$ cat src/rtl/osmc_pkg.sv
// shared types, constants and helpers for the opcode sample match counter
// no dependencies; imported by every rtl module and the port checker
package osmc_pkg;

   localparam int REG_WIDTH     = 32;
   localparam int FIELD_WIDTH   = 32;
   localparam int OPND_WIDTH    = 16;
   localparam int NUM_REGS      = 4;
   localparam int REG_IDX_WIDTH = $clog2(NUM_REGS);
   localparam int NUM_OPS       = 16;
   localparam int COUNT_WIDTH   = $clog2(NUM_OPS + 1);

   // operation codes, bit position in the match mask
   localparam int OP_ADDR = 0;
   localparam int OP_ADDI = 1;
   localparam int OP_MULR = 2;
   localparam int OP_MULI = 3;
   localparam int OP_BANR = 4;
   localparam int OP_BANI = 5;
   localparam int OP_BORR = 6;
   localparam int OP_BORI = 7;
   localparam int OP_SETR = 8;
   localparam int OP_SETI = 9;
   localparam int OP_GTIR = 10;
   localparam int OP_GTRI = 11;
   localparam int OP_GTRR = 12;
   localparam int OP_EQIR = 13;
   localparam int OP_EQRI = 14;
   localparam int OP_EQRR = 15;

   typedef logic [REG_WIDTH-1:0]   reg_word_type;
   typedef logic [OPND_WIDTH-1:0]  opnd_type;
   typedef logic [NUM_OPS-1:0]     op_mask_type;
   typedef logic [COUNT_WIDTH-1:0] op_count_type;

   // one captured sample, register values already at register width
   typedef struct packed {
      reg_word_type [NUM_REGS-1:0] prior;
      reg_word_type [NUM_REGS-1:0] after;
      opnd_type                    a;
      opnd_type                    b;
      opnd_type                    c;
   } sample_type;

   // selected operands plus the index checks
   typedef struct packed {
      reg_word_type ra;
      reg_word_type rb;
      reg_word_type ia;
      reg_word_type ib;
      reg_word_type target;
      logic         a_ok;
      logic         b_ok;
      logic         c_ok;
      logic         rest_ok;
   } operand_type;

   // sixteen candidate results and the checks that gate them
   typedef struct packed {
      reg_word_type [NUM_OPS-1:0] res;
      reg_word_type               target;
      logic                       a_ok;
      logic                       b_ok;
      logic                       c_ok;
      logic                       rest_ok;
   } result_type;

   // 32-bit field sign-extended or truncated to register width
   function automatic reg_word_type load_reg(logic signed [FIELD_WIDTH-1:0] raw);
      logic signed [63:0] wide;
      wide = 64'(raw);
      return reg_word_type'(wide);
   endfunction

   // immediate operand, unsigned, reduced to register width
   function automatic reg_word_type load_imm(opnd_type raw);
      logic [63:0] wide;
      wide = 64'(raw);
      return reg_word_type'(wide);
   endfunction

endpackage

$ cat src/rtl/osmc_operand_stage.sv
// capture stage and operand selection for the opcode sample match counter
// depends on osmc_pkg
module osmc_operand_stage
   import osmc_pkg::*;
(
   input  logic        clock,
   input  logic        reset,
   input  logic        in_valid,
   output logic        in_ready,
   input  sample_type  in_sample,
   output logic        out_valid,
   input  logic        out_ready,
   output operand_type out_opnd
);

   logic       valid_ff;
   sample_type sample_ff;
   logic [REG_IDX_WIDTH-1:0] a_idx, b_idx, c_idx;

   assign in_ready = !valid_ff || out_ready;

   always_ff @(posedge clock) begin
      if (reset) begin
         valid_ff <= 1'b0;
      end else if (in_ready) begin
         valid_ff <= in_valid;
      end
   end

   always_ff @(posedge clock) begin
      if (in_ready && in_valid) begin
         sample_ff <= in_sample;
      end
   end

   assign a_idx = sample_ff.a[REG_IDX_WIDTH-1:0];
   assign b_idx = sample_ff.b[REG_IDX_WIDTH-1:0];
   assign c_idx = sample_ff.c[REG_IDX_WIDTH-1:0];

   always_comb begin
      out_opnd.ra      = sample_ff.prior[a_idx];
      out_opnd.rb      = sample_ff.prior[b_idx];
      out_opnd.ia      = load_imm(sample_ff.a);
      out_opnd.ib      = load_imm(sample_ff.b);
      out_opnd.target  = sample_ff.after[c_idx];
      out_opnd.a_ok    = (sample_ff.a < opnd_type'(NUM_REGS));
      out_opnd.b_ok    = (sample_ff.b < opnd_type'(NUM_REGS));
      out_opnd.c_ok    = (sample_ff.c < opnd_type'(NUM_REGS));
      // registers other than the destination must be untouched
      out_opnd.rest_ok = 1'b1;
      for (int i = 0; i < NUM_REGS; i++) begin
         if ((c_idx != REG_IDX_WIDTH'(i)) && (sample_ff.prior[i] != sample_ff.after[i])) begin
            out_opnd.rest_ok = 1'b0;
         end
      end
   end

   assign out_valid = valid_ff;

endmodule

$ cat src/rtl/osmc_alu_stage.sv
// operand register and the sixteen operation units, results registered
// depends on osmc_pkg
module osmc_alu_stage
   import osmc_pkg::*;
(
   input  logic        clock,
   input  logic        reset,
   input  logic        in_valid,
   output logic        in_ready,
   input  operand_type in_opnd,
   output logic        out_valid,
   input  logic        out_ready,
   output result_type  out_res
);

   logic        opnd_valid_ff;
   operand_type opnd_ff;
   logic        res_valid_ff;
   result_type  res_ff;
   result_type  res_in;
   logic        res_ready;

   assign res_ready = !res_valid_ff || out_ready;
   assign in_ready  = !opnd_valid_ff || res_ready;

   always_ff @(posedge clock) begin
      if (reset) begin
         opnd_valid_ff <= 1'b0;
         res_valid_ff  <= 1'b0;
      end else begin
         if (in_ready) begin
            opnd_valid_ff <= in_valid;
         end
         if (res_ready) begin
            res_valid_ff <= opnd_valid_ff;
         end
      end
   end

   always_ff @(posedge clock) begin
      if (in_ready && in_valid) begin
         opnd_ff <= in_opnd;
      end
      if (res_ready && opnd_valid_ff) begin
         res_ff <= res_in;
      end
   end

   always_comb begin
      res_in.res[OP_ADDR] = reg_word_type'(opnd_ff.ra + opnd_ff.rb);
      res_in.res[OP_ADDI] = reg_word_type'(opnd_ff.ra + opnd_ff.ib);
      res_in.res[OP_MULR] = reg_word_type'(opnd_ff.ra * opnd_ff.rb);
      res_in.res[OP_MULI] = reg_word_type'(opnd_ff.ra * opnd_ff.ib);
      res_in.res[OP_BANR] = opnd_ff.ra & opnd_ff.rb;
      res_in.res[OP_BANI] = opnd_ff.ra & opnd_ff.ib;
      res_in.res[OP_BORR] = opnd_ff.ra | opnd_ff.rb;
      res_in.res[OP_BORI] = opnd_ff.ra | opnd_ff.ib;
      res_in.res[OP_SETR] = opnd_ff.ra;
      res_in.res[OP_SETI] = opnd_ff.ia;
      res_in.res[OP_GTIR] = reg_word_type'($signed(opnd_ff.ia) > $signed(opnd_ff.rb));
      res_in.res[OP_GTRI] = reg_word_type'($signed(opnd_ff.ra) > $signed(opnd_ff.ib));
      res_in.res[OP_GTRR] = reg_word_type'($signed(opnd_ff.ra) > $signed(opnd_ff.rb));
      res_in.res[OP_EQIR] = reg_word_type'(opnd_ff.ia == opnd_ff.rb);
      res_in.res[OP_EQRI] = reg_word_type'(opnd_ff.ra == opnd_ff.ib);
      res_in.res[OP_EQRR] = reg_word_type'(opnd_ff.ra == opnd_ff.rb);
      res_in.target       = opnd_ff.target;
      res_in.a_ok         = opnd_ff.a_ok;
      res_in.b_ok         = opnd_ff.b_ok;
      res_in.c_ok         = opnd_ff.c_ok;
      res_in.rest_ok      = opnd_ff.rest_ok;
   end

   assign out_valid = res_valid_ff;
   assign out_res   = res_ff;

endmodule

$ cat src/rtl/osmc_compare_stage.sv
// compares each candidate with the observed destination, registers the mask
// depends on osmc_pkg
module osmc_compare_stage
   import osmc_pkg::*;
(
   input  logic        clock,
   input  logic        reset,
   input  logic        in_valid,
   output logic        in_ready,
   input  result_type  in_res,
   output logic        out_valid,
   input  logic        out_ready,
   output op_mask_type out_mask
);

   logic        valid_ff;
   op_mask_type mask_ff;
   op_mask_type mask_in;
   op_mask_type legal;

   assign in_ready = !valid_ff || out_ready;

   // which operations have usable indexes for this sample
   always_comb begin
      legal[OP_ADDR] = in_res.a_ok && in_res.b_ok;
      legal[OP_ADDI] = in_res.a_ok;
      legal[OP_MULR] = in_res.a_ok && in_res.b_ok;
      legal[OP_MULI] = in_res.a_ok;
      legal[OP_BANR] = in_res.a_ok && in_res.b_ok;
      legal[OP_BANI] = in_res.a_ok;
      legal[OP_BORR] = in_res.a_ok && in_res.b_ok;
      legal[OP_BORI] = in_res.a_ok;
      legal[OP_SETR] = in_res.a_ok;
      legal[OP_SETI] = 1'b1;
      legal[OP_GTIR] = in_res.b_ok;
      legal[OP_GTRI] = in_res.a_ok;
      legal[OP_GTRR] = in_res.a_ok && in_res.b_ok;
      legal[OP_EQIR] = in_res.b_ok;
      legal[OP_EQRI] = in_res.a_ok;
      legal[OP_EQRR] = in_res.a_ok && in_res.b_ok;
      for (int k = 0; k < NUM_OPS; k++) begin
         mask_in[k] = legal[k] && in_res.c_ok && in_res.rest_ok
                      && (in_res.res[k] == in_res.target);
      end
   end

   always_ff @(posedge clock) begin
      if (reset) begin
         valid_ff <= 1'b0;
      end else if (in_ready) begin
         valid_ff <= in_valid;
      end
   end

   always_ff @(posedge clock) begin
      if (in_ready && in_valid) begin
         mask_ff <= mask_in;
      end
   end

   assign out_valid = valid_ff;
   assign out_mask  = mask_ff;

endmodule

$ cat src/rtl/opcode_sample_match_counter.sv
// top level of the opcode sample match counter
// depends on osmc_pkg, osmc_operand_stage, osmc_alu_stage, osmc_compare_stage
//
// takes one sample per transfer (register file before, operands a, b, c,
// register file after), tries all sixteen operations of the four-register
// machine on the before state and returns the mask of operations that give
// the after state together with its population count. sums and products wrap
// at the register width, greater-than is signed, and an operation that names
// a register index of four or more, or a destination of four or more, never
// matches. the block keeps no state between samples and accepts one sample
// every cycle while req_ready is high; a sample passes through the registered
// stages before its result can be taken out (capture, operand
// select, operation units incl. the two multipliers, compare, count). each
// stage holds its item while the stage after it is full, so a stalled result
// lets the earlier stages keep filling; ready on the request side depends
// combinationally on the stage occupancy down to rsp_ready.
module opcode_sample_match_counter
   import osmc_pkg::*;
(
   input  logic                          clock,
   input  logic                          reset,
   input  logic                          req_valid,
   output logic                          req_ready,
   input  logic signed [FIELD_WIDTH-1:0] req_before_r0,
   input  logic signed [FIELD_WIDTH-1:0] req_before_r1,
   input  logic signed [FIELD_WIDTH-1:0] req_before_r2,
   input  logic signed [FIELD_WIDTH-1:0] req_before_r3,
   input  logic        [OPND_WIDTH-1:0]  req_operand_a,
   input  logic        [OPND_WIDTH-1:0]  req_operand_b,
   input  logic        [OPND_WIDTH-1:0]  req_operand_c,
   input  logic signed [FIELD_WIDTH-1:0] req_after_r0,
   input  logic signed [FIELD_WIDTH-1:0] req_after_r1,
   input  logic signed [FIELD_WIDTH-1:0] req_after_r2,
   input  logic signed [FIELD_WIDTH-1:0] req_after_r3,
   output logic                          rsp_valid,
   input  logic                          rsp_ready,
   output logic        [NUM_OPS-1:0]     rsp_match_mask,
   output logic        [COUNT_WIDTH-1:0] rsp_match_count
);

   sample_type  sample;
   logic        opnd_valid, opnd_ready;
   operand_type opnd;
   logic        res_valid, res_ready;
   result_type  res;
   logic        cmp_valid, cmp_ready;
   op_mask_type cmp_mask;

   logic         out_valid_ff;
   op_mask_type  out_mask_ff;
   op_count_type out_count_ff;

   // register fields brought to register width on the way in
   always_comb begin
      sample.prior[0] = load_reg(req_before_r0);
      sample.prior[1] = load_reg(req_before_r1);
      sample.prior[2] = load_reg(req_before_r2);
      sample.prior[3] = load_reg(req_before_r3);
      sample.after[0] = load_reg(req_after_r0);
      sample.after[1] = load_reg(req_after_r1);
      sample.after[2] = load_reg(req_after_r2);
      sample.after[3] = load_reg(req_after_r3);
      sample.a        = req_operand_a;
      sample.b        = req_operand_b;
      sample.c        = req_operand_c;
   end

   // stage 1: capture, then operand select and index checks
   osmc_operand_stage u_operand (
      .clock     (clock),
      .reset     (reset),
      .in_valid  (req_valid),
      .in_ready  (req_ready),
      .in_sample (sample),
      .out_valid (opnd_valid),
      .out_ready (opnd_ready),
      .out_opnd  (opnd)
   );

   // stages 2 and 3: operand register, then registered operation results
   osmc_alu_stage u_alu (
      .clock     (clock),
      .reset     (reset),
      .in_valid  (opnd_valid),
      .in_ready  (opnd_ready),
      .in_opnd   (opnd),
      .out_valid (res_valid),
      .out_ready (res_ready),
      .out_res   (res)
   );

   // stage 4: compare against the after state
   osmc_compare_stage u_compare (
      .clock     (clock),
      .reset     (reset),
      .in_valid  (res_valid),
      .in_ready  (res_ready),
      .in_res    (res),
      .out_valid (cmp_valid),
      .out_ready (cmp_ready),
      .out_mask  (cmp_mask)
   );

   // stage 5: count and output register
   assign cmp_ready = !out_valid_ff || rsp_ready;

   always_ff @(posedge clock) begin
      if (reset) begin
         out_valid_ff <= 1'b0;
      end else if (cmp_ready) begin
         out_valid_ff <= cmp_valid;
      end
   end

   always_ff @(posedge clock) begin
      if (cmp_ready && cmp_valid) begin
         out_mask_ff  <= cmp_mask;
         out_count_ff <= COUNT_WIDTH'($countones(cmp_mask));
      end
   end

   assign rsp_valid       = out_valid_ff;
   assign rsp_match_mask  = out_mask_ff;
   assign rsp_match_count = out_count_ff;

endmodule

$ cat config.mk
export PLATFORM = sky130hd
export DESIGN_NAME = opcode_sample_match_counter
export DESIGN_NICKNAME = d
export VERILOG_FILES = /design/src/rtl/osmc_pkg.sv /design/src/rtl/osmc_operand_stage.sv /design/src/rtl/osmc_alu_stage.sv /design/src/rtl/osmc_compare_stage.sv /design/src/rtl/opcode_sample_match_counter.sv
export SDC_FILE = /design/constraint.sdc
export NUM_CORES = 2
export LEC_CHECK = 0
export ABC_CLOCK_PERIOD_IN_PS = 19900
export BUFFER_PORTS_ARGS = -buffer_cell sky130_fd_sc_hd__buf_2
export CORE_ASPECT_RATIO = 1.2
export CORE_MARGIN = 1.5
export CORE_UTILIZATION = 50
export CTS_CLUSTER_SIZE = 16
export DETAILED_ROUTE_END_ITERATION = 12
export PLACE_DENSITY = 0.82
export SLEW_MARGIN = 20
export SYNTH_ARGS = -nofsm -noshare
export SYNTH_HDL_FRONTEND = slang
export SYNTH_SLANG_ARGS = --single-unit
$ cat constraint.sdc
create_clock -name clock -period 19.9 [get_ports clock]
set_input_delay 2.985 -clock clock [delete_from_list [all_inputs] [get_ports clock]]
set_output_delay 2.985 -clock clock [all_outputs]
set_load 0.005 [all_outputs]
Word level (Yosys, flattened, before mapping)
Cells that the tools add are included.
- register bits: 824
- latch bits: 0
- memory bits (writable): 0
- bits in read-only memories: 0
- input bits: 308
- output and inout port bits: 23
- word-level logic and storage cells: 159
- memories kept: 0
- add/subtract/negate cells: 17
- $mul: 2
- divide/modulo/power cells: 0
- $lt $le $gt $ge: 9
- eq/ne operators: 26
- shifts and indexed selects: 0
- muxes and demuxes: 7
- bitwise logic cells: 4
- reductions and logical operators: 45
- operators with widths (cell ; count):
    equality test 32 bit ; 10
    binary-select mux 32 bit (select 2 bit) ; 3
    equality test 1 x 32 -> 1 bit ; 6
    != test 32 bit ; 4
    two-way mux 32 bit ; 3
    equality test 16 x 32 -> 1 bit ; 2
    less-than comparator 16 x 3 -> 1 bit (second input constant) ; 3
    logical AND 1 bit ; 33
    adder 32 x 16 -> 32 bit ; 1
    adder 32 bit ; 1
    bitwise AND 32 x 16 -> 32 bit ; 1
    bitwise AND 32 bit ; 1
    equality test 32 x 16 -> 1 bit ; 1
    greater-than comparator 17 x 32 -> 1 bit ; 1
    greater-than comparator 32 x 17 -> 1 bit ; 1
    greater-than comparator 32 bit ; 1
    multiplier 32 x 16 -> 32 bit ; 1
    multiplier 32 x 32 -> 32 bit ; 1
    bitwise OR 32 x 16 -> 32 bit ; 1
    bitwise OR 32 bit ; 1
    adder 1 x 1 -> 2 bit ; 8
    adder 2 x 2 -> 3 bit ; 4
    less-than comparator 2 x 3 -> 1 bit (second input constant) ; 3
    adder 3 x 3 -> 4 bit ; 2
    other kinds (8) ; 17

Longest topological paths before layout
- depth after elaboration: 7
- gate-level depth with buffers: 28
- mapped depth without buffers: 26

By module
A second synthesis with hierarchy kept.
- cell total of the unflattened synthesis: 6539
- area total of the unflattened synthesis: 74497.7 um^2
- by module, submodules not included (module ; times used ; cells each ; area each (um^2)):
    osmc_alu_stage ; 1 ; 4994 ; 53078.4
    osmc_operand_stage ; 1 ; 686 ; 13486.7
    osmc_compare_stage ; 1 ; 786 ; 6852.8
    opcode_sample_match_counter ; 1 ; 73 ; 1079.8

Worst setup path before layout
OpenSTA, ideal clock, no wires.
- path type: input-to-reg
- start: in rsp_ready
- end: reg u_operand.sample_ff (netlist bit u_operand.c_idx[0]), enable pin
- arrival time: 18428 ps
- required time: 18748 ps
- slack: 320 ps
- stages: 4
- buffers on the path: 1
- cell sequence: nor2b_1 and3_1 clkbuf_1 a31oi_1
- longest elaborated chain between the ends: 6
- ends and longest elaborated chain (item ; line ; source):
    from (decl) ; opcode_sample_match_counter.sv:36 ; input logic rsp_ready,
    logical OR 1 bit ; opcode_sample_match_counter.sv:105 ; assign cmp_ready = !out_valid_ff || rsp_ready;
    logical OR 1 bit ; osmc_compare_stage.sv:21 ; assign in_ready = !valid_ff || out_ready;
    logical OR 1 bit ; osmc_alu_stage.sv:23 ; assign res_ready = !res_valid_ff || out_ready;
    logical OR 1 bit ; osmc_alu_stage.sv:24 ; assign in_ready = !opnd_valid_ff || res_ready;
    logical OR 1 bit ; osmc_operand_stage.sv:20 ; assign in_ready = !valid_ff || out_ready;
    logical AND 1 bit ; osmc_operand_stage.sv:31 ; if (in_ready && in_valid) begin
    to (signal assigned) ; osmc_operand_stage.sv:32 ; sample_ff <= in_sample;
    to (decl) ; osmc_operand_stage.sv:17 ; sample_type sample_ff;
No other way between the ends.
A chain may end at the register's enable or synchronous reset.

==> qor.yml <==
dr_total_vias: 43300
grt.met2_usage: 0.512
cts-resized-gates: 0
instances_no_fill: 7358
rows: 141
drt_iter0_drc: 5340
wl_microns: 208000
dp_hpwl_microns: 156000
cts_max_level: 3
layout.nets: 7029
met3_usage: 0.0888
die_h_microns: 389
hp-start: "u_alu.opnd_ff[3]"
synth_seq_area_share: 0.382
grt_max_degree: 156
numCtsBuffers: 81
r2r-end: "u_alu.out_res[130]"
worstSetupStartpoint: "u_alu.opnd_ff[141]"
rsz0062_at_grt: "no"
cts_setup_buffers: 0
ys_types: 68
cts_tree: "yes"
drc: 0
gp_congestion: 1.02
slew_headroom: 0.278
hold_viol: 0
yosysWarnings: 0
finalClockSkew_ps: 58.2
power_leakage_nw: 29.0
fp.dieW_microns: 324
grt_pass1_wl_microns: 299000
nFillCells: 10100
syn-cell-area_sq_mm: 0.0620
endpoint: "u_alu.out_res[130]"
area_growth_pct: 10.7
met1_usage: 0.396
crit_path_start_kind: "flip-flop"
period_needed_ps: 8720
tns_ps: 0
wl_per_cell_microns: 28.3
status: "finished, final reports clean"
globalRouteOverflowTotal: 0
arrival_ps: 9190
ys_ff_latch: 790
end_kind: "flip-flop"
start_util: 0.504
max_freq_mhz: 115
viasPerCell: 5.88
layout-drive-gt1-share: 0.123
setup_viol: 0
r2r_slack_ps: 11180
dpl_cell_area_sq_mm: 0.0658
grt_pass1_vias: 45000
critical_path_required_ps: 20370
synth_edf_count: 785
grtUsageTotal: 0.332
path_max_fanout: 26
final_cell_area_sq_mm: 0.0686
cts.sinks: 790
crit_type: "flip-flop to flip-flop"
slew_viol_final: 0
period_share: 0.438
clock_latency_ps: 730
rr_worst_depth: 24
clk_pin_slew_ps: 80
async_reset_ff_frac: 0
antenna_found_initial: 3
io_pins: 331
firstDrtPassIters: 5
final_util: 0.558
syn_inst: 5333
avgSynthCellArea_sq_um: 11.6
tightest_slew_ps: 1080
r2r_start: "u_alu.opnd_ff[141]"
maxCapViolations: 0
core_sq_mm: 0.123
ir_worst_vdd_mv: 0.406
syn_nets: 6718
cts-root-buf: "clkbuf_16"
hold_class: "flip-flop to flip-flop"
synth-main-ff-cell: "edfxtp_1"
dp_cells: 7205
die_area_sq_mm: 0.126
clockBufferDepth: 3
grt-busiest-layer: "met2"
port_buffers: 330
power_per_cell_area_mw_per_mm2: 165
postRouteAntennaNets: 0
cts_hold_buf: 0
[registers in the layout, summed over array words and instances (netlist names)]
signal and flops:
u_alu.opnd_ff 132, rsp_match_count 5, u_operand.out_valid 1, u_operand.c_idx 2, rsp_valid 1, u_alu.out_res 312
rsp_match_mask 16, u_alu.opnd_valid_ff 1, u_alu.out_valid 1, u_operand.out_opnd 32, u_compare.out_valid 1, u_compare.out_mask 16
u_operand.sample_ff 270
[worst max-delay path, stage by stage, from the launching register on]
cell and delay, ps:
edfxtp_1 340, buf_4 470, clkinv_1 1010, nor2_1 430, fa_1 470, fa_1 440
fa_1 490, inv_1 50, fa_1 470, inv_1 60, fa_1 510, inv_1 60
fa_1 530, inv_1 50, fa_1 390, fa_1 470, ha_1 370, a21o_1 210
a2111oi_2 470, a221o_1 260, a311oi_1 60, a211o_1 310, a211o_1 290, a21oi_2 140
xnor2_1 80
[layout make-up]
class                      count  area, sq um  share of cell area
antenna                        4         10.0            0.000146
clock buffer                  96         2140              0.0312
clock inverter                53          641             0.00934
inverter                     903         3390              0.0494
multi-input combinational   3415        34100               0.497
sequential                   790        23700               0.345
tap                         1644         2060              0.0300
timing repair buffer         453         2590              0.0377
[Yosys cell counts (3+ instances only)]
cell / count / area [sq um]
a211o_1: 5 / 43.8
a211oi_1: 14 / 105
a21boi_0: 3 / 22.5
a21o_1: 28 / 210
a21oi_1: 113 / 566
a221oi_1: 3 / 26.3
a311oi_1: 3 / 26.3
a31oi_1: 9 / 56.3
and2_1: 6 / 37.5
and3_1: 8 / 50.1
buf_1: 53 / 199
buf_2: 3 / 15.0
clkbuf_1: 169 / 634
clkinv_1: 19 / 71.3
dfxtp_1: 5 / 100
edfxtp_1: 785 / 23600
fa_1: 724 / 14500
ha_1: 353 / 4420
inv_1: 880 / 3300
inv_2: 4 / 15.0
mux4_2: 96 / 2160
nand2_1: 522 / 1960
nand2b_1: 14 / 87.6
nand3_1: 32 / 160
nand4_1: 63 / 394
nor2_1: 503 / 1890
nor2b_1: 14 / 87.6
nor3_1: 23 / 115
nor4_1: 120 / 751
o211ai_1: 5 / 37.5
o21a_1: 16 / 120
o21ai_0: 52 / 260
o21ai_1: 3 / 15.0
o21bai_1: 25 / 188
o221ai_1: 4 / 35.0
o31a_1: 4 / 35.0
o31ai_1: 4 / 30.0
or2_2: 4 / 25.0
or4_1: 6 / 45.0
xnor2_1: 280 / 2450
xor2_1: 322 / 2820
[how the worst min path moves through the flow]
stage | cells past startpoint | slack, ps | to
detailed placement | 0 | 400 | u_alu.out_res[22]
global route | 0 | 420 | u_alu.out_res[3]
floorplan | 0 | 400 | u_alu.out_res[0]
global placement | 0 | 400 | u_alu.out_res[23]
CTS | 0 | 410 | u_alu.out_res[3]
finish | 0 | 390 | u_alu.out_res[3]
[where the power goes]
part	leakage [nW]	switching, W	internal (W)
Clock	1.33	0.000710	0.000882
Combinational	20.2	0.00431	0.00300
Sequential	7.49	0.000108	0.00232
Total	29.0	0.00513	0.00620
[per-layer routing]
metal	up-vias	wire length (microns)	share of wire
li1	17800	-	-
met1	21800	71400	0.34
met2	2920	93500	0.45
met3	752	23800	0.11
met4	2	19500	0.094
met5	-	8	0.000038
[kinds of logic after synthesis]
group           count (synthesis)  share of synthesized area
mux                            98                     0.0352
compound gates                318                     0.0333
xor+xnor                      602                     0.0851
simple gates                 1320                     0.0910
fa+ha+maj                    1077                      0.305
buf+inv                      1128                     0.0684
flops                         790                      0.382
[stage by stage]
stage / hold WS, ps / setup WS (ps) / total power [W]
6_report: 392 / 11180 / 0.0113
5_1_grt: 423 / 10940 / 0.0121
4_1_cts: 405 / 11300 / 0.0112
3_5_place_dp: 405 / 11320 / 0.00960
3_3_place_gp: 402 / 11440 / 0.00947
2_1_floorplan: 400 / 320 / 0.00743
[cells in the final DEF (no fill, tap or decap), drive strengths merged, types with 5 or more instances in the layout]
master | Yosys | layout
ha | 353 | 353
edfxtp | 785 | 785
xnor2 | 280 | 280
bufinv | 0 | 7
fa | 724 | 724
nor2b | 14 | 14
inv | 884 | 894
a211o | 5 | 5
clkinv | 19 | 47
and3 | 8 | 8
nand4 | 63 | 63
o21a | 16 | 16
a211oi | 14 | 14
o31ai | 5 | 5
mux4 | 96 | 96
o21ai | 55 | 55
o21bai | 25 | 25
nor2 | 503 | 503
dfxtp | 5 | 5
a31oi | 10 | 10
or4 | 6 | 6
nand3 | 32 | 32
and2 | 6 | 6
nor4 | 120 | 120
a21oi | 114 | 114
o211ai | 5 | 5
clkbuf | 169 | 96
nor3 | 23 | 23
nand2 | 522 | 522
xor2 | 322 | 322
clkinvlp | 0 | 8
a21o | 28 | 28
nand2b | 14 | 14
buf | 56 | 453
Power figures use the tool's default switching activity.
